<file path="src/hdl/bdb_ram.sv">
`timescale 1ns / 1ps
// Generic simple dual-port RAM with one write port and one registered read port.
// No dependencies.
module bdb_ram #(
	parameter int WIDTH = 32,
	parameter int DEPTH = 8
) (
	input  logic                     clk,
	input  logic                     we,
	input  logic [$clog2(DEPTH)-1:0] waddr,
	input  logic [WIDTH-1:0]         wdata,
	input  logic [$clog2(DEPTH)-1:0] raddr,
	output logic [WIDTH-1:0]         rdata
);

	logic [WIDTH-1:0] mem [DEPTH];

	always_ff @(posedge clk) begin
		if (we) begin
			mem[waddr] <= wdata;
		end
		rdata <= mem[raddr];
	end

endmodule

</file>
<file path="config.mk">
export PLATFORM = sky130hd
export DESIGN_NAME = bdb_ram
export DESIGN_NICKNAME = d
export VERILOG_FILES = /design/src/hdl/bdb_ram.sv
export SDC_FILE = /design/constraint.sdc
export NUM_CORES = 1
export LEC_CHECK = 0
export ABC_CLOCK_PERIOD_IN_PS = 3100
export BUFFER_PORTS_ARGS = -buffer_cell sky130_fd_sc_hd__buf_2
export CAP_MARGIN = 15
export CORE_MARGIN = 8
export CORE_UTILIZATION = 54
export CTS_CLUSTER_DIAMETER = 50
export CTS_CLUSTER_SIZE = 30
export DETAILED_ROUTE_END_ITERATION = 10
export GPL_TIMING_DRIVEN = 0
export PLACE_DENSITY_LB_ADDON = 0.1
export SYNTH_ARGS = -nofsm -noshare
export SYNTH_HDL_FRONTEND = slang
export SYNTH_SLANG_ARGS = --single-unit
</file>
<file path="constraint.sdc">
create_clock -name clk -period 3.1 [get_ports clk]
set_input_delay 0.465 -clock clk [delete_from_list [all_inputs] [get_ports clk]]
set_output_delay 0.465 -clock clk [all_outputs]
set_load 0.02 [all_outputs]
</file>
# Word-level counts from Yosys, hierarchy flattened

Memory sizes are Yosys's and may differ from the RTL's. A register that Yosys moved wholly into a read port is not among the register bits.
Cells that the tools add are included.

Multiplexer cells: 2

Operators by type and width:

| cell   | count |
|---|---|
| $mux 1 | 2 |

Flip-flop bits (word level): 0
RAM bits: 256
Input bits: 40
Output and inout bits: 32
Logic and storage cells: 3
Memories kept: 1

Memories:

| memory | depth | bits a word | rd ports | clocked after memory_dff | wr ports | line | RTL |
|---|---|---|---|---|---|---|---|
| mem    | 8     | 32          | 1        | 1                        | 1        | 16   | `logic [WIDTH-1:0] mem [DEPTH];` |

# Longest topological paths before layout

Gate-level depths: netlist of the first run.

Word-level depth: 2
Gate-level depth with buffers: 4
Depth with buffers taken out: 2

# Worst setup path before layout of the first run

Ideal clock, no wire load.

Path type: in2reg
From: input port waddr[2]
To: memory mem[0][0], enable pin
Setup time: 0.461 ns
Arrival: 2.851 ns
Data required time: 2.639 ns
Setup slack: -0.212 ns
Stages on the path: 2
Path buffers: 0
Cell sequence: nand2b_1 > nor3_1

RTL lines:

| item            | line | RTL |
|---|---|---|
| start, declared | 10   | `input logic [$clog2(DEPTH)-1:0] waddr,` |
| end, declared   | 16   |  |

No word-level cell before the write port.

# Worst setup path after layout of the first run

From: input port waddr[2]
To: memory mem[0][10], enable pin

No word-level cell before the write port.

==> summary.md, run 1 <==
| Metric | Value |
|---|---|
| Status | completed |
| Post-Synth Adder-Cell Area | 0 |
| Simple-gate share of the synthesized area | 0.00562 |
| CP endpoint kind | flip-flop |
| Buffers on Ports | 68 |
| Num CTS Buffers | 27 |
| Post-synthesis mux area share | 0.186 |
| Final core utilization | 0.646 |
| Most common cell in the netlist | edfxtp_1 |
| # DRC | 0 |
| Largest net degree at the start of global routing | 25 |
| DP Area | ~0.011 mm² |
| Die width | 155 µm |
| Synth top area share | 0.734 |
| Hold WS | around 0.20 ns |
| Initial antenna violation count | 2 |
| Synth Flop Type | edfxtp_1 |
| Worst r2r src | mem[3][9] |
| Hold Path Depth | 1 |
| Min cycle time layout | about 1.8 ns |
| Max-slew violations | 0 |
| 1st-pass router iterations | 4 |
| RePlAce Congestion | between 0.6 and 0.7 |
| RSZ-0062 raised after global routing | no |
| Sum of buffers and inverters on the critical path | 3 |
| CP max-delay cell | nor3_4 |
| Hold path endpoint | mem[5][15] |
| Leakage | ~4.2 nW |
| Clock Skew | slightly above 0.01 ns |
| Number of library cell types mapped by synthesis | 13 |
| Level count of the clock H-tree | 1 |
| Max_slew headroom | 0.429 |
| Die H | between 150 and 200 µm |
| Compound-gate portion of the synthesized area | 0 |
| Worst skew pair latency | 0.52 ns |
| First-pass GRT wire length | just under 30000 µm |
| Initial drt markers | between 200 and 300 |
| Post-Synthesis Cell Area | 0.0105 mm² |
| Vias in the first global route | 4920 |
| Final total negative setup slack | 0 ns |
| Post-synth top area cell | edfxtp_1 |
| Core Region | approximately 0.019 mm² |
| Hold Crit Class | in2reg |
| Drt wl/cell | ~23 µm |
| Worst-path clk slew | 0.07 ns |
| Hold_sp | wdata[15] |
| Global Route Usage Sum | 0.162 |
| Met1 Resource Use GR | 0.190 |
| Register area share after synthesis | 0.796 |
| Worst Setup Path Type | in2reg |
| Area Growth Syn to Fin | 19.0% |
| EDFF count, synth | 256 |
| Peak supply drop | about 0.5 mV |
| Global routing's busiest layer | met2 |
| PwrDens | a little under 700 mW/mm² |
| Starting density of the core | 0.543 |
| CTS Sinks | roughly 290 |
| Reg2reg setup slack | about 1.8 ns |
| # Max-Cap Violations | 0 |
| Final Instance Area | approximately 0.012 mm² |
| Post-route ant nets | 0 |
| Post-CTS sizing | 0 |
| Post-CTS Hold Buffers | 0 |
| Root buf cell | clkbuf_16 |
| Dpl hpwl | between 10000 and 15000 µm |
| Routed via count | around 4400 |
| Xor/xnor share of the synthesized area | 0 |
| GRT overflow | 0 |
| Crit path top cell by count | buf_16 |
| Top cells by area, synth | edfxtp_1 73%, mux4_1 10%, dfxtp_1 6.1% |
| Detailed Route WL | between 15000 and 20000 µm |
| Async set or reset register ratio after synthesis | 0 |
| FF-to-FF path depth | 2 |
| Critical Path Fanout Max | 13 |
| CP top delay family | simple AND/OR/NAND/NOR gates |
| Final setup viols | 0 |
| Final hold violation count | 0 |
| Post-synth net total | between 400 and 500 |
| Slowest stage delay, CP | 0.73 ns |
| Number of synthesis warnings | 0 |
| Number of vias per cell | around 5.5 |
| Actual slew at the worst max-slew pin | about 0.85 ns |
| Crit start category | input pin |
| Worst slack, placed | 0.743 ns |
| CP arrival | around 2.0 ns |
| Top Ports | between 70 and 80 |
| CTS tree | yes |
| Die outline area | about 0.024 mm² |
| Top cells by count, synth | 256 x edfxtp_1, 40 x mux4_1, 32 x dfxtp_1, 32 x mux2_2, 24 x mux4_2 |
| Largest family of logic cells by synthesized area | multiplexers |
| R2r endpoint | rdata[9] |
| Fin nets | between 500 and 600 |
| Global Route met2 Usage | 0.301 |
| #FFs+latches synth | about 290 |
| Final Cycle Share | 0.576 |
| Share of cells above drive strength 1 | 0.375 |
| Core Rows | just over 50 |
| Clock buffer depth | 3 |
| GR met3 Demand/Resource | 0.0333 |
| Final worst setup slack | ~1.3 ns |
| Avg Cell Area, Syn | 25.2 µm² |
| Post-Syn Instances | between 400 and 500 |
| Fill count | approximately 1300 |
| Max Freq | about 0.56 GHz |
| Req. time, crit path | 3.33 ns |
| Cell breakdown of the critical path | buf_2 -> nand2b_1 -> nor3_4 -> buf_16 -> buf_16 |
| Setup bufs post-CTS | 0 |
[cells by family after synthesis]
logic type	count (synthesis)
simple gates	13
flops	288
buf+inv	18
mux	96
[sequential cells by signal (all words and copies together) (netlist names)]
signal / cells
mem: 256
rdata: 32
[worst max path at each step]
stage               startpoint    endpoint  slack (ns)  cells after the start
finish                waddr[2]  mem[0][10]        1.31                      5
global route          waddr[2]  mem[0][10]        1.24                      5
CTS                   waddr[2]  mem[0][10]        1.29                      5
detailed placement    waddr[2]   mem[0][4]        0.74                      5
global placement      waddr[2]   mem[2][6]       -0.98                      3
floorplan             waddr[2]   mem[1][0]        0.65                      2
[cell type report]
| cell class | instances | area [µm²] | share of cell area |
|---|---|---|---|
| sequential | 288 | 8330 | 0.669 |
| multi-input combinational | 109 | 2080 | 0.167 |
| clock buffer | 28 | 679 | 0.0545 |
| timing repair buffer | 78 | 586 | 0.0470 |
| tap | 265 | 332 | 0.0266 |
| clock inverter | 21 | 320 | 0.0257 |
| buffer | 18 | 128 | 0.0102 |
| antenna | 2 | 5.00 | 0.000402 |
[report_power, final]
| part | total [mW] | internal, mW | switching (mW) |
|---|---|---|---|
| combinational | 0.477 | 0.213 | 0.264 |
| clock | 3.56 | 2.03 | 1.53 |
| sequential | 4.41 | 4.38 | 0.0335 |
| total | 8.45 | 6.62 | 1.83 |
[metal layers]
| metal | up-vias | wire (µm) |
|---|---|---|
| li1 | 2018 | - |
| met1 | 2312 | 7440 |
| met2 | 90 | 10100 |
| met3 | 28 | 895 |
| met4 | 0 | 402 |
| met5 | - | 0 |
[cell usage in the layout (no fill, tap or decap), types with 3 or more instances in the layout]
cell type  instances
edfxtp_1         256
buf_2             74
mux4_1            40
mux2_2            32
dfxtp_1           32
clkbuf_16         27
mux4_2            24
buf_6              7
nor2_4             6
inv_6              6
clkinv_8           6
buf_16             6
buf_1              4
bufinv_16          4
buf_12             4
nand2b_1           3
inv_8              3
[per-stage QoR]
stage	total power [mW]	std cells
6_report	8.45	809
3_5_place_dp	4.99	758
3_3_place_gp	4.95	748
5_1_grt	8.72	808
4_1_cts	8.53	807
2_1_floorplan	4.77	415
No activity file was read; power rests on OpenSTA's default activity.
==> inputs of run 2 (changes only) <==
- ABC_CLOCK_PERIOD_IN_PS: 3100 -> 1450
- clock period: 3.1 -> 1.45 ns (I/O delays scaled with it)
==> run 2 against run 1 <==
Power is 110% higher. Final cell count increased by 3.3%. Utilization increased by 1.1 points. Non-clock buffer count increased by 32. Final area is 1.8% higher. Sequential share of layout area fell by 1.2 points. Clock power rose by 95%. Flip-flop and latch count is the same. Die area unchanged. Via count rose by 3.9%. Sequential power grew 110%. Largest power group unchanged.
==> summary.md, run 2 (synthesis gave the netlist of run 1 again) <==
| Metric | Value |
|---|---|
| Leakage | 4.34 nW (was 4.25 nW) |
| Hold path endpoint | mem[4][4] (was mem[5][15]) |
| Clock Skew | 0.0115 ns (was 0.0102 ns) |
| Cell breakdown of the critical path | buf_2 (was buf_2 -> nand2b_1 -> nor3_4 -> buf_16 -> buf_16) |
| Hold Crit Class | in2reg (unchanged) |
| Crit start category | flip-flop (was input pin) |
| FF-to-FF path depth | 2 (unchanged) |
| Critical Path Fanout Max | 1 (was 13) |
| CP endpoint kind | primary output (was flip-flop) |
| Vias in the first global route | 5082 (was 4920) |
| Final setup viols | 0 (unchanged) |
| Detailed Route WL | 19300 µm (was 18800 µm) |
| Peak supply drop | 1.14 mV (was 0.508 mV) |
| Largest register FFs | 256 (unchanged) |
| Biggest register | mem (unchanged) |
| Die outline area | 0.0241 mm² (unchanged) |
| Drt wl/cell | 23.1 µm (was 23.2 µm) |
| Req. time, crit path | 1.23 ns (was 3.33 ns) |
| Share of cells above drive strength 1 | 0.352 (was 0.375) |
| CP top delay family | flip-flops (was simple AND/OR/NAND/NOR gates) |
| CP arrival | 1.07 ns (was 2.02 ns) |
| CP max-delay cell | dfxtp_1 (was nor3_4) |
| Reg2reg setup slack | 0.17 ns (was 1.82 ns) |
| Sum of buffers and inverters on the critical path | 1 (was 3) |
| 1st-pass router iterations | 4 (unchanged) |
| Diode count | 0 (was 2) |
| Final hold violation count | 0 (unchanged) |
| Post-CTS sizing | 0 (unchanged) |
| Core Region | 0.0193 mm² (unchanged) |
| Starting density of the core | 0.543 (unchanged) |
| Min cycle time layout | 1.29 ns |
| Die H | 155 µm (unchanged) |
| Leading cell type in the layout, fill and taps excluded | edfxtp_1 (unchanged) |
| First-pass GRT wire length | 30000 µm (was 29000 µm) |
| Buffers on Ports | 68 (unchanged) |
| Number of vias per cell | 5.53 (was 5.50) |
| RePlAce Congestion | 0.705 (was 0.685) |
| Max-slew violations | 0 (unchanged) |
| Area Growth Syn to Fin | 21.1% (was 19.0%) |
| DP Area | 0.0115 mm² (about the same) |
| # Max-Cap Violations | 0 (unchanged) |
| RSZ-0062 raised after global routing | no (unchanged) |
| Final core utilization | 0.658 (was 0.646) |
| Clock buffer depth | 3 (unchanged) |
| CTS Sinks | 288 (unchanged) |
| Worst Setup Path Type | reg2out (was in2reg) |
| Core Rows | 51 (unchanged) |
| Dpl hpwl | 11800 µm (was 11400 µm) |
| Routed via count | 4623 (was 4448) |
| Initial drt markers | 299 (was 274) |
| Worst skew pair latency | 0.52 ns (about the same) |
| PwrDens | 1380 mW/mm² (was 678 mW/mm²) |
| Root buf cell | clkbuf_16 (unchanged) |
| Hold WS | 0.140 ns (was 0.204 ns) |
| Status | completed (unchanged) |
| Level count of the clock H-tree | 1 (unchanged) |
| Max Freq | between 0.7 and 0.8 GHz |
| Hold Path Depth | 2 (was 1) |
| Hold_sp | waddr[1] (was wdata[15]) |
| Num CTS Buffers | 25 (was 27) |
| Top Ports | 72 (unchanged) |
| Post-route ant nets | 0 (unchanged) |
| Worst-path clk slew | 0.07 ns (about the same) |
| Die width | 155 µm (unchanged) |
| Global Route Usage Sum | 0.166 (was 0.162) |
| GRT overflow | 0 (unchanged) |
| Largest net degree at the start of global routing | 23 (was 25) |
| Max_slew headroom | 0.462 (was 0.429) |
| Worst r2r src | mem[0][25] (was mem[3][9]) |
| # DRC | 0 (unchanged) |
| Largest regs | mem x256, rdata x32 (unchanged) |
| CTS tree | yes (unchanged) |
| Initial antenna violation count | 0 (was 2) |
| Fin nets | 592 (was 562) |
| Slowest stage delay, CP | 0.37 ns (was 0.73 ns) |
| R2r endpoint | rdata[25] (was rdata[9]) |
| Actual slew at the worst max-slew pin | 0.808 ns (was 0.853 ns) |
| Final Cycle Share | 0.890 |
| Final Instance Area | 0.0127 mm² (was 0.0125 mm²) |
| Highest-count cells in the layout ignoring fill and taps | 256 x edfxtp_1, 74 x buf_2, 40 x mux4_1 (unchanged) |
[run 2: cell count changes in the layout (fill, tap and decap cells not counted), moves of 2 or more]
cell,delta
diode_2,-2
bufinv_16,-2
clkinv_4,+2
dlygate4sd3_1,+32
clkinv_8,-4
buf_12,-2
inv_8,+2
clkbuf_16,-2
clkinv_1,+2
[run 2: cell type report]
type,instances,area (µm²)
sequential,288,8330
fill,1286,6590
multi-input combinational,109,2100
timing repair buffer,110,908
clock buffer,25,626
tap,265,332
clock inverter,21,254
buffer,18,128
[run 2: how the worst max path moves through the flow]
stage	cells after the start	from	endpoint
after global placement	3	waddr[2]	mem[2][16]
after CTS	1	rdata[31]	rdata[31]
final	1	rdata[31]	rdata[31]
after global routing	2	mem[2][9]	rdata[9]
after detailed placement	4	raddr[2]	rdata[29]
after floorplan	2	waddr[2]	mem[1][0]
[run 2: worst register-to-register path, delay by kind of cell, from the launching register on]
kind          cells  cell delay [ns]
flip-flops        1             0.39
multiplexers      2             0.77
[run 2: power by group]
group          switching [mW]  internal (mW)
sequential             0.0746           9.36
clock                    3.23           3.73
combinational           0.585          0.517
[run 2: what timing repair did]
action	4_1_cts	5_1_grt
setup buffers	0	0
hold buffers	32	0
endpoints found under the hold margin	256	0
[run 2: stage by stage]
| step | TNS [ns] | power [mW] | instances | worst slack [ns] |
|---|---|---|---|---|
| floorplan | -37.27 | 10.2 | 415 | -0.197 |
| CTS | 0 | 17.7 | 836 | 0.141 |
| global route | 0 | 18.0 | 836 | 0.113 |
| finish | 0 | 17.5 | 836 | 0.159 |
| global placement | -287.32 | 10.6 | 748 | -1.29 |
| detailed placement | -57.82 | 10.7 | 758 | -0.379 |
[run 2: metal layers]
layer	track usage	part of all wire	vias up
li1	-	-	2076
met1	0.212	0.41	2410
met2	0.292	0.52	104
met3	0.0272	0.047	33
met4	0.0416	0.018	0
met5	0	0	-
==> inputs of run 3 (changes only) <==
- ABC_AREA: not set -> 1
- ABC_CLOCK_PERIOD_IN_PS: 1450 -> 1000
- CORE_UTILIZATION: 54 -> 55
- clock period: 1.45 -> 1 ns (I/O delays scaled with it)
==> run 3 against run 2 <==
The run now ends with negative setup slack left. First-iteration DRC count rose by 130%. Via count rose by 70%. Global-route usage increased by 4.6 points. Worst setup slack lost 0.30 ns. Register-to-register slack lost 0.13 ns. Hold slack got worse by 0.066 ns. Clock power rose by 48%. Synthesized cell count grew to 2.8 times the previous value. Critical path depth unchanged. Critical path type unchanged. Critical endpoint is now rdata[3]. Largest cell class unchanged. Highest routed layer unchanged.
==> summary.md, run 3 <==
| Metric | Value |
|---|---|
| RePlAce Congestion | 0.723 (was 0.705) |
| Max Freq | 0.880 GHz |
| Actual slew at the worst max-slew pin | 0.678 ns (was 0.808 ns) |
| Global Route Usage Sum | 0.211 (was 0.166) |
| CP top delay family | flip-flops (unchanged) |
| Worst-path clk slew | 0.07 ns (about the same) |
| Final setup viols | 32 (was 0) |
| Hold Crit Class | in2reg (unchanged) |
| Die H | 163 µm (was 155 µm) |
| Fin nets | 1347 (was 592) |
| Most common cell in the netlist | nand2_1 (was edfxtp_1) |
| Final Cycle Share | 1.14 |
| Leading cell type in the layout, fill and taps excluded | nand2_1 (was edfxtp_1) |
| Final core utilization | 0.691 (was 0.658) |
| Top Ports | 72 (unchanged) |
| M1 WL | 11400 µm (was 7990 µm) |
| Fill count | 1492 (was 1286) |
| Number of vias per cell | 4.89 (was 5.53) |
| Starting density of the core | 0.563 (was 0.543) |
| Crit start category | flip-flop (unchanged) |
| Largest register FFs | 256 (unchanged) |
| Worst slack, placed | -0.943 ns (was -0.379 ns) |
| Post-Synthesis Cell Area | 0.0119 mm² (was 0.0105 mm²) |
| Core Region | 0.0211 mm² (was 0.0193 mm²) |
| Routed wl met3 | 2080 µm (was 911 µm) |
| CP arrival | 0.99 ns (was 1.07 ns) |
| Post-synth net total | 1196 (was 455) |
| Largest net degree at the start of global routing | 33 (was 23) |
| Vias in the first global route | 7682 (was 5082) |
| PwrDens | 1810 mW/mm² (was 1380 mW/mm²) |
| Avg Cell Area, Syn | 10.3 µm² (was 25.2 µm²) |
| Final cell count without fillers | 1602 (was 836) |
| Max Used Layer | met4 (unchanged) |
| Area Growth Syn to Fin | 22.8% (was 21.1%) |
| #FFs+latches synth | 288 (unchanged) |
| Worst skew pair latency | 0.54 ns (was 0.52 ns) |
| Min cycle time layout | roughly 1.1 ns |
| Placed cell count | 1504 (was 758) |
| Req. time, crit path | 0.85 ns (was 1.23 ns) |
| Max-slew violations | 0 (unchanged) |
| Hold WS | 0.0747 ns (was 0.140 ns) |
| Dpl hpwl | 15600 µm (was 11800 µm) |
| Clock Skew | 0.0105 ns (was 0.0115 ns) |
| Core Rows | 53 (was 51) |
| Status | finished with violations (was completed) |
| CTS Sinks | 288 (unchanged) |
| CTS tree | yes (unchanged) |
| Final hold violation count | 0 (unchanged) |
| Number of synthesis warnings | 0 (unchanged) |
| Max_slew headroom | 0.547 (was 0.462) |
| Top cells by area, synth | edfxtp_1 65%, nand2_1 13%, inv_1 8.2% (was edfxtp_1 73%, mux4_1 10%, dfxtp_1 6.1%) |
| GRT overflow | 0 (unchanged) |
| Violated checks | negative setup slack |
| Post-synth top area cell | edfxtp_1 (unchanged) |
| Level count of the clock H-tree | 1 (unchanged) |
| Leakage | 6.67 nW (was 4.34 nW) |
| Critical Path Fanout Max | 1 (unchanged) |
| Die width | 163 µm (was 155 µm) |
| Buffers on Ports | 70 (was 68) |
| Share of cells above drive strength 1 | 0.173 (was 0.352) |
| Post-route ant nets | 0 (unchanged) |
| Root buf cell | clkbuf_16 (unchanged) |
| # Max-Cap Violations | 0 (unchanged) |
| # DRC | 0 (unchanged) |
| Async set or reset register ratio after synthesis | 0 (unchanged) |
| Routed via count | 7838 (was 4623) |
| Largest regs | mem x256, rdata x32 (unchanged) |
| Detailed Route WL | 27700 µm (was 19300 µm) |
| Initial drt markers | 689 (was 299) |
| EDFF count, synth | 256 (unchanged) |
| Routed length on met2 | 13600 µm (was 10100 µm) |
| Slowest stage delay, CP | 0.32 ns (was 0.37 ns) |
| Drt wl/cell | 17.3 µm (was 23.1 µm) |
| Synth top area share | 0.647 (was 0.734) |
| Highest-count cells in the layout ignoring fill and taps | 414 x nand2_1, 257 x inv_1, 256 x edfxtp_1 (was 256 x edfxtp_1, 74 x buf_2, 40 x mux4_1) |
| Biggest register | mem (unchanged) |
| Register area share after synthesis | 0.701 (was 0.796) |
| CP max-delay cell | dfxtp_2 (was dfxtp_1) |
| Diode count | 0 (unchanged) |
| Num CTS Buffers | 27 (was 25) |
| First-pass GRT wire length | 42700 µm (was 30000 µm) |
| Peak supply drop | 1.51 mV (was 1.14 mV) |
| Top cells by count, synth | 422 x nand2_1, 260 x inv_1, 256 x edfxtp_1 (was 256 x edfxtp_1, 40 x mux4_1, 32 x dfxtp_1, 32 x mux2_2, 24 x mux4_2) |
| RSZ-0062 raised after global routing | yes (was no) |
| Synth Flop Type | edfxtp_1 (unchanged) |
| Die outline area | 0.0265 mm² (was 0.0241 mm²) |
| Cell breakdown of the critical path | buf_6 (was buf_2) |
| 1st-pass router iterations | 5 (was 4) |
| Sum of buffers and inverters on the critical path | 1 (unchanged) |
| CP endpoint kind | primary output (unchanged) |
| Final worst setup slack | -0.137 ns (was 0.159 ns) |
| Number of library cell types mapped by synthesis | 12 (was 13) |
| Post-Syn Instances | 1156 (was 415) |
| Clock buffer depth | 3 (unchanged) |
| Worst Setup Path Type | reg2out (unchanged) |
| Initial antenna violation count | 0 (unchanged) |
## run 3: power by group
part	switching [mW]	leakage [nW]	internal, mW
Clock	4.99	0.434	5.27
Combinational	1.46	3.64	0.901
Sequential	0.134	2.60	13.6
## run 3: final cells by class
class                      count  area, µm²  area share
buffer                        48        309      0.0212
clock buffer                  27        676      0.0463
clock inverter                22        230      0.0158
inverter                     262       1030      0.0708
multi-input combinational    561       2430       0.167
sequential                   288       8370       0.574
tap                          275        344      0.0236
timing repair buffer         119       1190      0.0818
## run 3: worst paths after layout
kind	depth (start not counted)	startpoint	slack [ns]	end
max	1	rdata[3]	-0.14	rdata[3]
min	3	raddr[2]	0.07	rdata[0]
max reg2reg	6	mem[6][29]	0.04	rdata[29]
min reg2reg	6	mem[0][12]	0.62	rdata[12]
## run 3: what timing repair did
action / in CTS / in global routing
hold endpoints to repair: 256 / 0
endpoints found under the setup margin: 243 / 41
setup buffers: 12 / 0
gates resized for setup: 112 / 5
cloned: 3 / 0
pin swaps: 9 / 0
hold buffers: 32 / 0
## run 3: per-layer routing
layer	GRT usage	vias to the layer above
li1	-	3902
met1	0.277	3578
met2	0.358	304
met3	0.0336	54
met4	0.0642	0
met5	0	-
## run 3: cells by family after synthesis
kind of cell,Yosys count,share of synthesized area
AND/OR/NAND/NOR,558,0.190
flip-flops,288,0.701
buffers and inverters,310,0.109
## run 3: stage by stage
| stage | TNS (ns) | area (µm²) | power (mW) |
|---|---|---|---|
| CTS | -15.88 | 14500 | 26.5 |
| finish | -4.06 | 14600 | 26.4 |
| global placement | -238.80 | 12800 | 15.9 |
| detailed placement | -206.95 | 12800 | 15.9 |
| global route | -5.14 | 14600 | 27.2 |
| floorplan | -38.43 | 12100 | 15.1 |
