File: src/hdl/bdb_pkg.sv
`timescale 1ns / 1ps
// Package for the B-spline De Boor evaluator.
// Holds default sizes, item and status codes, sequencer states and shared types.
package bdb_pkg;

	localparam int BDB_MAX_CONTROLS = 64;
	localparam int BDB_MAX_KNOTS    = 128;
	localparam int BDB_MAX_DEGREE   = 7;
	localparam int BDB_FRAC_BITS    = 16;

	localparam logic [6:0] CTRL_COUNT_RESET = 7'd4;
	localparam logic [7:0] KNOT_COUNT_RESET = 8'd8;

	localparam logic REG_CC = 1'b0;
	localparam logic REG_KC = 1'b1;

	typedef enum logic [1:0] {
		KIND_CTRL = 2'd0,
		KIND_KNOT = 2'd1,
		KIND_EVAL = 2'd2,
		KIND_NONE = 2'd3
	} kind_t;

	typedef enum logic [1:0] {
		ST_OK       = 2'd0,
		ST_SPAN     = 2'd1,
		ST_DEGREE   = 2'd2,
		ST_ZERO_DEN = 2'd3
	} status_t;

	typedef enum logic [4:0] {
		S_IDLE,
		S_SRCH_RD,
		S_SRCH_CMP,
		S_SPAN_CHK,
		S_LOAD_RD,
		S_LOAD_WR,
		S_BL_RD1,
		S_BL_RD2,
		S_BL_DEN,
		S_BL_DIV,
		S_BL_WA,
		S_BL_WB,
		S_BL_WC,
		S_BL_MUL,
		S_BL_ACC,
		S_BL_WR,
		S_OUT_RD,
		S_OUT_CAP,
		S_FIN
	} state_t;

	typedef struct packed {
		logic busy;
		logic done;
	} div_stat_t;

endpackage

File: src/hdl/bdb_div.sv
`timescale 1ns / 1ps
// Restoring divider for the blend weights, one quotient bit per cycle.
// Depends on bdb_pkg; the signed quotient is saturated to 32 bits.
module bdb_div
	import bdb_pkg::*;
#(
	parameter int NUMW = 49,
	parameter int DENW = 33
) (
	input  logic                   clk,
	input  logic                   arst_n,
	input  logic                   start,
	input  logic [NUMW-1:0]        dividend,
	input  logic [DENW-1:0]        divisor,
	input  logic                   negate,
	output div_stat_t              stat,
	output logic signed [31:0]     quotient
);

	localparam int CNTW = $clog2(NUMW + 1);

	logic            busy_q;
	logic            done_q;
	logic [CNTW-1:0] cnt_q;
	logic [NUMW-1:0] q_q;
	logic [DENW-1:0] r_q;
	logic [DENW-1:0] d_q;
	logic            neg_q;
	logic [DENW:0]   trial;
	logic            fits;
	logic            hi;

	assign trial = {r_q, q_q[NUMW-1]};
	assign fits  = trial >= {1'b0, d_q};

	always_ff @(posedge clk or negedge arst_n) begin
		if (!arst_n) begin
			busy_q <= 1'b0;
			done_q <= 1'b0;
			cnt_q  <= '0;
		end else begin
			done_q <= 1'b0;
			if (start) begin
				busy_q <= 1'b1;
				cnt_q  <= CNTW'(NUMW);
			end else if (busy_q) begin
				cnt_q <= cnt_q - 1'b1;
				if (cnt_q == CNTW'(1)) begin
					busy_q <= 1'b0;
					done_q <= 1'b1;
				end
			end
		end
	end

	always_ff @(posedge clk) begin
		if (start) begin
			q_q   <= dividend;
			r_q   <= '0;
			d_q   <= divisor;
			neg_q <= negate;
		end else if (busy_q) begin
			r_q <= fits ? DENW'(trial - {1'b0, d_q}) : trial[DENW-1:0];
			q_q <= {q_q[NUMW-2:0], fits};
		end
	end

	assign hi = |q_q[NUMW-1:32];

	always_comb begin
		if (neg_q) begin
			if (hi || (q_q[31] && |q_q[30:0])) begin
				quotient = 32'sh8000_0000;
			end else begin
				quotient = -$signed(q_q[31:0]);
			end
		end else begin
			if (hi || q_q[31]) begin
				quotient = 32'sh7FFF_FFFF;
			end else begin
				quotient = $signed(q_q[31:0]);
			end
		end
	end

	assign stat = '{busy: busy_q, done: done_q};

endmodule

File: config.mk
export PLATFORM = sky130hd
export DESIGN_NAME = bdb_div
export DESIGN_NICKNAME = d
export VERILOG_FILES = /design/src/hdl/bdb_pkg.sv /design/src/hdl/bdb_div.sv
export SDC_FILE = /design/constraint.sdc
export NUM_CORES = 1
export LEC_CHECK = 0
export BUFFER_PORTS_ARGS = -buffer_cell sky130_fd_sc_hd__buf_2
export CAP_MARGIN = 20
export CORE_MARGIN = 10
export CORE_UTILIZATION = 47
export CTS_BUF_LIST = sky130_fd_sc_hd__clkbuf_4 sky130_fd_sc_hd__clkbuf_8
export CTS_CLUSTER_DIAMETER = 120
export CTS_CLUSTER_SIZE = 25
export DETAILED_ROUTE_END_ITERATION = 6
export PLACE_DENSITY = 0.68
export REMOVE_ABC_BUFFERS = 1
export SETUP_SLACK_MARGIN = 0.5
export SLEW_MARGIN = 40
export SYNTH_ARGS = -nofsm -noshare
export SYNTH_HDL_FRONTEND = slang
export SYNTH_SLANG_ARGS = --single-unit
File: constraint.sdc
create_clock -name clk -period 4.3 [get_ports clk]
set_input_delay 0.86 -clock clk [delete_from_list [all_inputs] [get_ports clk]]
set_output_delay 0.86 -clock clk [all_outputs]
set_load 0.01 [all_outputs]
Word level (Yosys, flattened, before mapping)
Cells that the tools add are included.
- flip-flop bits (word level): 124
- bits of input ports: 86
- output and inout port bits: 34
- logic and storage cells: 32
- $add $sub $neg: 3
- magnitude comparators: 1
- equal/unequal tests: 1
- muxes and demuxes: 14
- reduce and logical (&&, ||, !) cells: 6
- operators by type and width (kind ; count):
    $mux W49 ; 2
    $mux W32 ; 3
    $ge A34 B33 Y1 ; 1
    $mux W33 ; 1
    $sub A33 B33 Y33 ; 1
    $neg A32 Y32 ; 1
    $reduce_or A31 Y1 ; 1
    $reduce_or A17 Y1 ; 1
    $mux W6 ; 2
    $eq A6 B1 Y1 const B ; 1
    $mux W1 ; 6
    $sub A6 B1 Y6 const B ; 1
    $logic_or A1 B1 Y1 ; 2
    $reduce_bool A2 Y1 ; 1
    $logic_and A1 B1 Y1 ; 1

Longest topological paths before layout
Gate-level depths: netlist of the first run.
- depth after elaboration: 5
- gate-level depth with buffers: 14
- gate-level depth less buffers: 12

Worst setup path after synthesis of the first run
No wires, ideal clock.
- kind: register to output
- from: reg q_q[0]
- to: out quotient[16]
- arrival: 2795 ps
- setup slack: 645 ps
- stages on the path, launching flop included: 11
- cell sequence: edfxtp_1 -> inv_1 -> ha_1 -> or3b_4 -> nor4_4 -> nand2b_1 -> or3_4 -> or3_4 -> or4_1 -> nor3b_1 -> a211o_1
- word-level cells in the longest chain between the ends: 5
- elaborated cells between the ends (all ways): 6
- those cells by class: add/sub (1); mux (2); reduce/logical (3)
- ends and longest elaborated chain (item ; line ; text):
    start: declaration ; bdb_div.sv:25 ; logic [NUMW-1:0] q_q;
    start signal: assignment ; bdb_div.sv:58 ; q_q <= dividend;
    start signal: assignment ; bdb_div.sv:64 ; q_q <= {q_q[NUMW-2:0], fits};
    branches (longest 3 deep; another with $neg A32 Y32) ; -- ;
    $mux W32 (*) ; bdb_div.sv:72 ; if (hi || (q_q[31] && |q_q[30:0])) begin
    $mux W32 (*) ; bdb_div.sv:71 ; if (neg_q) begin
    end: declaration ; bdb_div.sv:17 ; output logic signed [31:0] quotient
Every way passes the cells marked *.

Final worst setup path of the first run
- from: reg q_q[1]
- to: out quotient[16]
The elaborated chain is that of the path after synthesis.

==> metrics.txt, run 1 <==
port buffer count 119; synthesis-to-layout area growth 29.30%; min Tclk post-route 4392 ps; io pins 120; Mapped Area 8015 um2; fillcell total 1340; CORE AREA 16640 um2; violated checks negative setup slack; worst slew pin tran 805.2 ps; sequential area share after synthesis 41.84%; crit path kind reg -> out; share of cells above drive strength 1 34.14%; CP endpoint kind output pin; fin worst setup slack -92.41 ps; Distinct cells, synth 71; Async S/R FF share, synth 6.452%; Syn Area/Cell 9.680 um2; routed len/inst 18.65 um; initial antenna violation count 6; Fin. Hold Viols 0; main combinational cell family by area after synthesis compound AO/OA/AOI/OAI gates; post-synthesis simple-gate area fraction 17.11%; crit start category flop; Tightest Hold Check Type in -> async; PwrDens 290.2 nW/um2; Total GRT Usage 19.29%; vias in the first global route 6993; Synth Area in Compound Gates 19.19%; clk root buf clkbuf_8; mux contribution to synthesized area 7.961%; DRC errors left 0; GPL Wtd Cong 0.8913; grt total ovfl 0; first-pass GRT wire length 35420 um; total design power 3.008 mW; Synth top area share 31.10%; Crit Path Max Fanout 5; status finished with violations; Starting Density 48.16%; detailed-route via count 7154; Syn Inst Count 828; Post-Synth XOR/XNOR Area 3.169%; Slew headroom 46.32%; placed cell count 1133; setup slack after placement 347.9 ps; Clock Path Buffers 2; TritonRoute pass-1 iters 5; final std cells w/o fill 1219; Iter 0 DRT Violations 575; synth top area cells edfxtp_1, dfxtp_1, mux2_2, ha_1, nor2_1; Placed Area 8807 um2; Yosys reg bits 124; die span in x 150.6 um; Peak VDD IR 0.3781 mV; CTS Sinks 124; Syn. warnings 0; final count of negative-setup-slack endpoints 4; Final #Nets 1103; die height 150.6 um; Final Cell Area 10360 um2; CTS tree built; CTS Buf Count 17; unrepaired setup endpoints after global routing true; period utilization 102.1%; CTS clk-pin slew, worst paths 80 ps; Achievable Freq 227.7 MHz; largest net degree at the start of global routing 66; antenna-violating nets left 0; Pleak 4.280 nW; multi-input logic area 4913 um2; number of synthesized flops with an enable pin 83; most frequent cell after synthesis edfxtp_1; Core Rows 47; DP HPWL 14420 um; WP data arrival 3530 ps; Layout Skew 13.15 ps; Slew Limit Fails 0; DR vias/cell 5.869; worst path required time 3440 ps; Maximum Capacitance Violations 0; Total Wirelength 22740 um; post-synth top area cell edfxtp_1; H-tree depth 4; Synth Area in Adders 5.869%; Storage cell area 3353 um2; CTS Hold Bufs 0; Top FF cell, synth edfxtp_1; Synth top cells by count edfxtp_1, nor2_1, nand2_1; worst skew pair latency 470 ps; full die area 22680 um2
kinds of logic after synthesis:
logic type,Yosys count
buf+inv,97
flops,124
simple gates,257
fa+ha+maj,37
mux,58
compound gates,226
xor+xnor,29
path summary, 6_finish.rpt:
path	startpoint	end	slack [ps]	cells past startpoint
worst max register to register	q_q[48]	r_q[32]	890	13
min in group clk	r_q[6]	r_q[6]	470	2
max in group asynchronous	arst_n	cnt_q[0]	3910	1
worst min-delay path	arst_n	done_q	220	1
worst min register to register	r_q[6]	r_q[6]	470	2
worst max-delay path	q_q[1]	quotient[16]	-90	11
metal layers:
metal / wire [um] / GRT usage [%]
met1: 9910 / 24.69
met3: 1741 / 6.423
met5: 11 / 0
met2: 10420 / 29.76
met4: 653 / 6.978
power breakdown:
part / internal [mW] / total [mW] / leakage (nW) / switching, mW
Sequential: 1.37 / 1.46 / 1.21 / 0.0890
Clock: 0.470 / 0.975 / 0.184 / 0.504
Combinational: 0.271 / 0.575 / 2.88 / 0.303
Total: 2.11 / 3.01 / 4.28 / 0.897
final cells by class:
cell class | count | area share, %
Antenna cell | 6 | 0.1449
Clock buffer | 19 | 2.403
Clock inverter | 13 | 1.135
Inverter | 50 | 1.811
Multi-Input combinational cell | 610 | 47.41
Sequential cell | 124 | 32.36
Tap cell | 220 | 2.656
Timing Repair Buffer | 177 | 12.08
stage by stage:
step	setup TNS, ps	util (%)	hold WS [ps]
floorplan	-2544	-	444.3
global placement	0	52.92	460.0
detailed placement	0	52.92	462.5
CTS	-124.2	60.00	202.4
global route	-2111	62.21	209.1
finish	-164.6	62.27	224.5
cell usage in the layout (no fill, tap or decap), types with 15 or more instances in the layout:
cell	instances
buf_2	111
edfxtp_1	83
nor2_1	63
nand2_1	55
inv_1	46
mux2_2	46
a21oi_1	45
buf_4	40
ha_1	35
dfxtp_1	33
o21ai_0	24
a211oi_1	23
o21ai_1	23
nor3_1	21
xnor2_1	20
a21o_1	17
clkbuf_8	17
buf_6	15
flip-flops by register name, indices dropped and copies added, names as in the netlist:
signal,cells
busy_q,1
cnt_q,6
d_q,33
done_q,1
neg_q,1
q_q,49
r_q,33
worst max-delay path, stage by stage, from the launching register on:
cell      delay [ps]
edfxtp_1         420
inv_2            100
ha_4             130
or3b_4           400
nor4_4           180
nand2b_1         110
or3_4            360
or3_4            370
or4_4            430
nor3b_1          160
a211o_1          260
buf_2            140
timing repair:
action,4_1_cts,5_1_grt
buffers inserted,26,16
setup endpoints to repair,31,32
pin swaps,23,19
gates cloned,6,0
gates resized for setup,90,48
Note: power is estimated with default switching activity, not from simulation.
==> inputs of run 2 (changes only) <==
==> constraint.sdc (replaced) <==
create_clock -name clk -period 4.3 [get_ports clk]
set_input_delay 0.86 -clock clk [delete_from_list [all_inputs] [get_ports clk]]
set_output_delay 0.86 -clock clk [all_outputs]
set_load 0.02 [all_outputs]
==> metrics.txt, run 2 (synthesis results as in run 1) <==
Achievable Freq 231.8 MHz (+1.8%); Crit Path Max Fanout 4 (-1); worst slew pin tran 838.0 ps (+32.87 ps); share of cells above drive strength 1 32.93% (-1.2 points); port buffer count 119 (unchanged); vias in the first global route 7067 (+1.1%); CORE AREA 16640 um2 (unchanged); WP data arrival 3450 ps (-80 ps); fillcell total 1342 (+0.15%); largest register by flop count q_q; Layout Skew 14.02 ps (+0.8672 ps); CP max stage delay 430 ps (about the same); R2R depth 13 (unchanged); Peak VDD IR 0.2345 mV (-38%); Core Rows 47 (unchanged); Fin. Hold Viols 0 (unchanged); unrepaired setup endpoints after global routing true; Switch Pwr 913.2 uW (+1.9%); antenna-violating nets left 0 (unchanged); H-tree depth 4 (unchanged); Pleak 4.259 nW (-0.50%); Iter 0 DRT Violations 604 (+5.0%); worst hold slack 227.7 ps (+3.200 ps); routed len/inst 18.47 um (-1.0%); CTS Hold Bufs 0 (unchanged); Sw Ratio 29.93% (+0.12 points); CTS Buf Count 17 (unchanged); Clk pwr share 31.7% (-0.7 points); FF-to-FF Start q_q[48]; io pins 120 (unchanged); CP endpoint kind output pin; placed cell count 1134 (+0.088%); TritonRoute pass-1 iters 5 (unchanged); largest net degree at the start of global routing 66 (unchanged); worst skew pair latency 460 ps (about the same); DR vias/cell 5.847 (-0.36%); CTS clk-pin slew, worst paths 80 ps (about the same); max FFs per register 49 (unchanged); first-pass GRT wire length 35090 um (-0.91%); Total Wirelength 22400 um (-1.5%); Maximum Capacitance Violations 0 (unchanged); CP Capture Point quotient[16]; initial antenna violation count 8 (+2); Flop pwr share 47.9% (-0.6 points); Final #Nets 1097 (-0.54%); Starting Density 48.16% (unchanged); DP HPWL 14600 um (+1.2%); full die area 22680 um2 (unchanged); synthesis-to-layout area growth 29.16%; status finished with violations; fin worst setup slack -14.60 ps (+77.81 ps); crit path cell chain inv_2, ha_4, or3b_4, nor4_4, nand2b_1, or3_4, or3_4, or4_4, nor3b_1, a211o_1, buf_6; Slew Limit Fails 0 (unchanged); die span in x 150.6 um (unchanged); Reg2Reg Setup Slack 890 ps (about the same); CP most frequent cell or3_4; setup slack after placement 349.3 ps (+1.421 ps); Worst R2R End r_q[27]; crit path kind reg -> out; crit start category flop; CTS Sinks 124 (unchanged); Tightest Hold Check Type in -> async; period utilization 100.3% (-1.8 points); clk root buf clkbuf_8; Clock Path Buffers 2 (unchanged); largest registers q_q: 49 flops, d_q: 33 flops, r_q: 33 flops; PwrDens 294.7 nW/um2 (+1.6%); slowest stage cell, crit path or4_4; violated checks negative setup slack; most common cell after layout, fill and taps aside buf_2; Total GRT Usage 19.09% (-0.20 points); detailed-route via count 7093 (-0.85%); CP Launch Point q_q[0]; DRC errors left 0 (unchanged); final std cells w/o fill 1213 (-0.49%); grt total ovfl 0 (unchanged); GPL Wtd Cong 0.9132 (+2.5%); leading cell types in the layout, fill and taps excluded buf_2, edfxtp_1, nor2_1, nand2_1; Comb pwr share 20.4% (+1.3 points); Slew headroom 44.13% (-2.2 points); internal power 2.138 mW (+1.3%); final count of negative-setup-slack endpoints 1 (-3); die height 150.6 um (unchanged); min Tclk post-route 4315 ps (-77.81 ps); worst path required time 3440 ps (about the same); CTS tree built
-- run 2: cell count changes in the layout (fill, tap and decap cells not counted), moves of 4 or more --
cell / before / now
buf_6: 15 / 34
buf_4: 40 / 46
buf_2: 111 / 87
nand2_2: 4 / 0
nand2_1: 55 / 59
o21ai_1: 23 / 18
o21ai_0: 24 / 31
nor4_2: 1 / 5
-- run 2: layout make-up --
class | instances | area [um2] | area share, %
multi-input cells | 608 | 4861 | 46.95
flip-flops and latches | 124 | 3353 | 32.39
repair buffers | 173 | 1291 | 12.47
well taps | 220 | 275.3 | 2.659
clock buffers | 19 | 249.0 | 2.405
inverters | 50 | 187.7 | 1.813
clock inverters | 13 | 120.1 | 1.160
diodes | 6 | 15.01 | 0.1450
-- run 2: critical path, delay by kind of cell, from the launching register on --
family | cells | cell delay, ps
flops | 1 | 420
fa+ha+maj | 1 | 140
compound gates | 1 | 240
buf+inv | 2 | 250
simple gates | 7 | 1950
-- run 2: through the flow --
step | utilization [%] | setup TNS, ps | instance area [um2] | power, mW
floorplan | - | -2603 | 7812 | 1.758
global placement | 53.04 | 0 | 8827 | 1.931
detailed placement | 53.04 | 0 | 8827 | 1.937
CTS | 60.69 | -99.00 | 10100 | 3.029
global route | 62.16 | -1277 | 10340 | 3.181
finish | 62.21 | -14.60 | 10350 | 3.051
-- run 2: timing repair --
item / 4_1_cts / 5_1_grt
pin swaps: 32 / 12
gates resized for setup: 143 / 21
setup buffers: 24 / 15
gates cloned: 2 / 0
endpoints found under the setup margin: 31 / 32
-- run 2: worst min path at each step --
stage,slack (ps),depth (start not counted),to
6_report,230,1,cnt_q[4]
5_1_grt,210,1,cnt_q[4]
4_1_cts,200,1,cnt_q[4]
3_5_place_dp,460,2,r_q[6]
3_3_place_gp,460,2,r_q[8]
2_1_floorplan,440,2,r_q[6]
-- run 2: power by group through the flow --
stage,registers [mW],clock network (mW),logic (mW)
6_report,1.46,0.969,0.623
5_1_grt,1.47,1.04,0.674
4_1_cts,1.45,0.990,0.584
3_5_place_dp,1.48,0,0.461
3_3_place_gp,1.47,0,0.459
2_1_floorplan,1.45,0,0.305
-- run 2: per-layer routing --
layer | wire (um) | global-route usage, %
met1 | 9837 | 24.01
met2 | 10310 | 29.30
met3 | 1609 | 6.543
met4 | 630 | 8.085
met5 | 11 | 0
==> inputs of run 3 (changes only) <==
--- a/config.mk
+++ b/config.mk
@@ -8,15 +8,14 @@
 export BUFFER_PORTS_ARGS = -buffer_cell sky130_fd_sc_hd__buf_2
 export CAP_MARGIN = 20
 export CORE_MARGIN = 10
-export CORE_UTILIZATION = 47
+export CORE_UTILIZATION = 24
 export CTS_BUF_LIST = sky130_fd_sc_hd__clkbuf_4 sky130_fd_sc_hd__clkbuf_8
 export CTS_CLUSTER_DIAMETER = 120
 export CTS_CLUSTER_SIZE = 25
 export DETAILED_ROUTE_END_ITERATION = 6
-export PLACE_DENSITY = 0.68
-export REMOVE_ABC_BUFFERS = 1
 export SETUP_SLACK_MARGIN = 0.5
 export SLEW_MARGIN = 40
 export SYNTH_ARGS = -nofsm -noshare
 export SYNTH_HDL_FRONTEND = slang
 export SYNTH_SLANG_ARGS = --single-unit
+export TNS_END_PERCENT = 1
==> metrics.txt, run 3 (synthesis results as in run 1) <==
most common cell after layout, fill and taps aside buf_2; DRC errors left 7 (+7); worst skew pair latency 460 ps (about the same); Sw Ratio 28.04% (-1.9 points); final count of negative-setup-slack endpoints 1 (unchanged); min Tclk post-route 4315 ps (-0.07370 ps); crit path kind reg -> out; violated checks design-rule violations, negative setup slack; Fin. Hold Viols 0 (unchanged); Maximum Capacitance Violations 0 (unchanged); worst slew pin tran 726.1 ps (-111.9 ps); Switch Pwr 867.2 uW (-5.0%); TritonRoute pass-1 iters 7 (+2); largest registers q_q: 49 flops, d_q: 33 flops, r_q: 33 flops; routed len/inst 16.26 um (-12%); unrepaired setup endpoints after global routing true; full die area 41110 um2 (+81%); Worst R2R End r_q[32]; final std cells w/o fill 1402 (+16%); detailed-route via count 6942 (-2.1%); largest net degree at the start of global routing 57 (-14%); period utilization 100.3% (about the same); FF-to-FF Start q_q[48]; syn_nets 951; CP Launch Point q_q[0]; Total Wirelength 22800 um (+1.8%); largest register by flop count q_q; PwrDens 318.0 nW/um2 (+7.9%); io pins 120 (unchanged); Final #Nets 1069 (-2.6%); internal power 2.226 mW (+4.1%); Reg2Reg Setup Slack 860 ps (-30 ps); grt total ovfl 0 (unchanged); CORE AREA 32780 um2 (+97%); die span in x 202.7 um (+35%); GPL Wtd Cong 0.9014 (-1.3%); leading cell types in the layout, fill and taps excluded buf_2, edfxtp_1, nor2_1, nand2_1, a21oi_1; CTS Buf Count 17 (unchanged); DR vias/cell 4.951 (-15%); crit start category flop; Starting Density 24.45% (-24 points); CP most frequent cell or3_4; DP HPWL 16440 um (+13%); fin worst setup slack -14.53 ps (+0.07370 ps); Clk pwr share 36.8% (+5.1 points); die height 202.7 um (+35%); Iter 0 DRT Violations 449 (-26%); CTS tree built; Levels on crit path 11 (unchanged); first-pass GRT wire length 36600 um (+4.3%); H-tree depth 4 (unchanged); Pleak 3.980 nW (-6.6%); CTS Sinks 124 (unchanged); Slew Limit Fails 0 (unchanged); placed cell count 1355 (+19%); Crit Path Max Fanout 4 (unchanged); CP Buf/Inv Count 2 (unchanged); port buffer count 119 (unchanged); total design power 3.093 mW (+1.4%); max FFs per register 49 (unchanged); slowest stage cell, crit path or4_4; antenna-violating nets left 0 (unchanged); worst path required time 3440 ps (about the same); Achievable Freq 231.8 MHz (about the same); CP Capture Point quotient[16]; WP data arrival 3450 ps (about the same); Comb pwr share 16.1% (-4.3 points); share of cells above drive strength 1 26.28% (-6.7 points); kind of cell adding the most delay to the critical path simple AND/OR/NAND/NOR gates; R2R depth 13 (unchanged); clk root buf clkbuf_8; fillcell total 3446 (+160%); Flop pwr share 47.1% (-0.8 points); synthesis-to-layout area growth 21.35%; CP max stage delay 420 ps (about the same); Slew headroom 51.26% (+7.1 points); Total GRT Usage 10.83% (-8.3 points); crit path cell chain inv_2, ha_4, or3b_4, nor4_4, nand2b_1, or3_4, or3_4, or4_4, nor3b_2, a211o_1, buf_6; Layout Skew 14.88 ps (+0.8628 ps); CP endpoint kind output pin; initial antenna violation count 1 (-7); setup slack after placement 339.8 ps (-9.555 ps); Clock Path Buffers 2 (unchanged); Peak VDD IR 0.1757 mV (-25%); CTS clk-pin slew, worst paths 80 ps (about the same); Tightest Hold Check Type in -> async; vias in the first global route 6837 (-3.3%); Core Rows 66 (+40%); status finished with violations
## run 3: repair_timing
action,in CTS,in global routing
resized for setup,10,17
endpoints found under the setup margin,31,33
setup buffers,6,6
hold buffers,0,0
cloned,0,2
pin swaps,9,8
## run 3: how the worst min path moves through the flow
stage / start / endpoint / depth (start not counted)
6_report: arst_n / cnt_q[0] / 1
2_1_floorplan: r_q[6] / r_q[6] / 2
5_1_grt: arst_n / cnt_q[0] / 1
3_5_place_dp: r_q[2] / r_q[2] / 2
3_3_place_gp: r_q[2] / r_q[2] / 2
4_1_cts: arst_n / cnt_q[1] / 1
## run 3: area by class of cell
cell class / instances / area, um2 / share of cell area, %
multi-input combinational: 609 / 4398 / 45.21
tap: 442 / 553.0 / 5.686
sequential: 124 / 3353 / 34.47
inverter: 50 / 190.2 / 1.955
antenna: 1 / 2.502 / 0.02573
clock buffer: 19 / 249.0 / 2.560
clock inverter: 13 / 173.9 / 1.788
timing repair buffer: 144 / 807.0 / 8.297
## run 3: routing by layer
metal | track usage (%) | up-vias | routed length, um
met5 | 0 | - | 0
met4 | 2.585 | 0 | 242
met3 | 3.296 | 28 | 1880
met2 | 17.06 | 266 | 10400
met1 | 14.18 | 3289 | 10280
li1 | - | 3359 | -
## run 3: stage by stage
| stage | hold slack, ps | util (%) | setup TNS (ps) | cell area (um2) |
|---|---|---|---|---|
| CTS | 200.1 | 29.22 | -910.1 | 9579 |
| global route | 207.5 | 29.66 | -951.0 | 9724 |
| floorplan | 444.3 | - | 0 | 8015 |
| finish | 238.4 | 29.67 | -14.53 | 9727 |
| global placement | 457.9 | 27.67 | 0 | 9072 |
| detailed placement | 468.3 | 27.68 | 0 | 9075 |
## run 3: power by group through the flow
stage | clock network [mW] | logic [mW] | registers [mW]
after floorplan | 0 | 0.325 | 1.45
after global placement | 0 | 0.465 | 1.48
after detailed placement | 0 | 0.469 | 1.48
after CTS | 1.18 | 0.479 | 1.46
after global routing | 1.24 | 0.549 | 1.47
final | 1.14 | 0.497 | 1.46
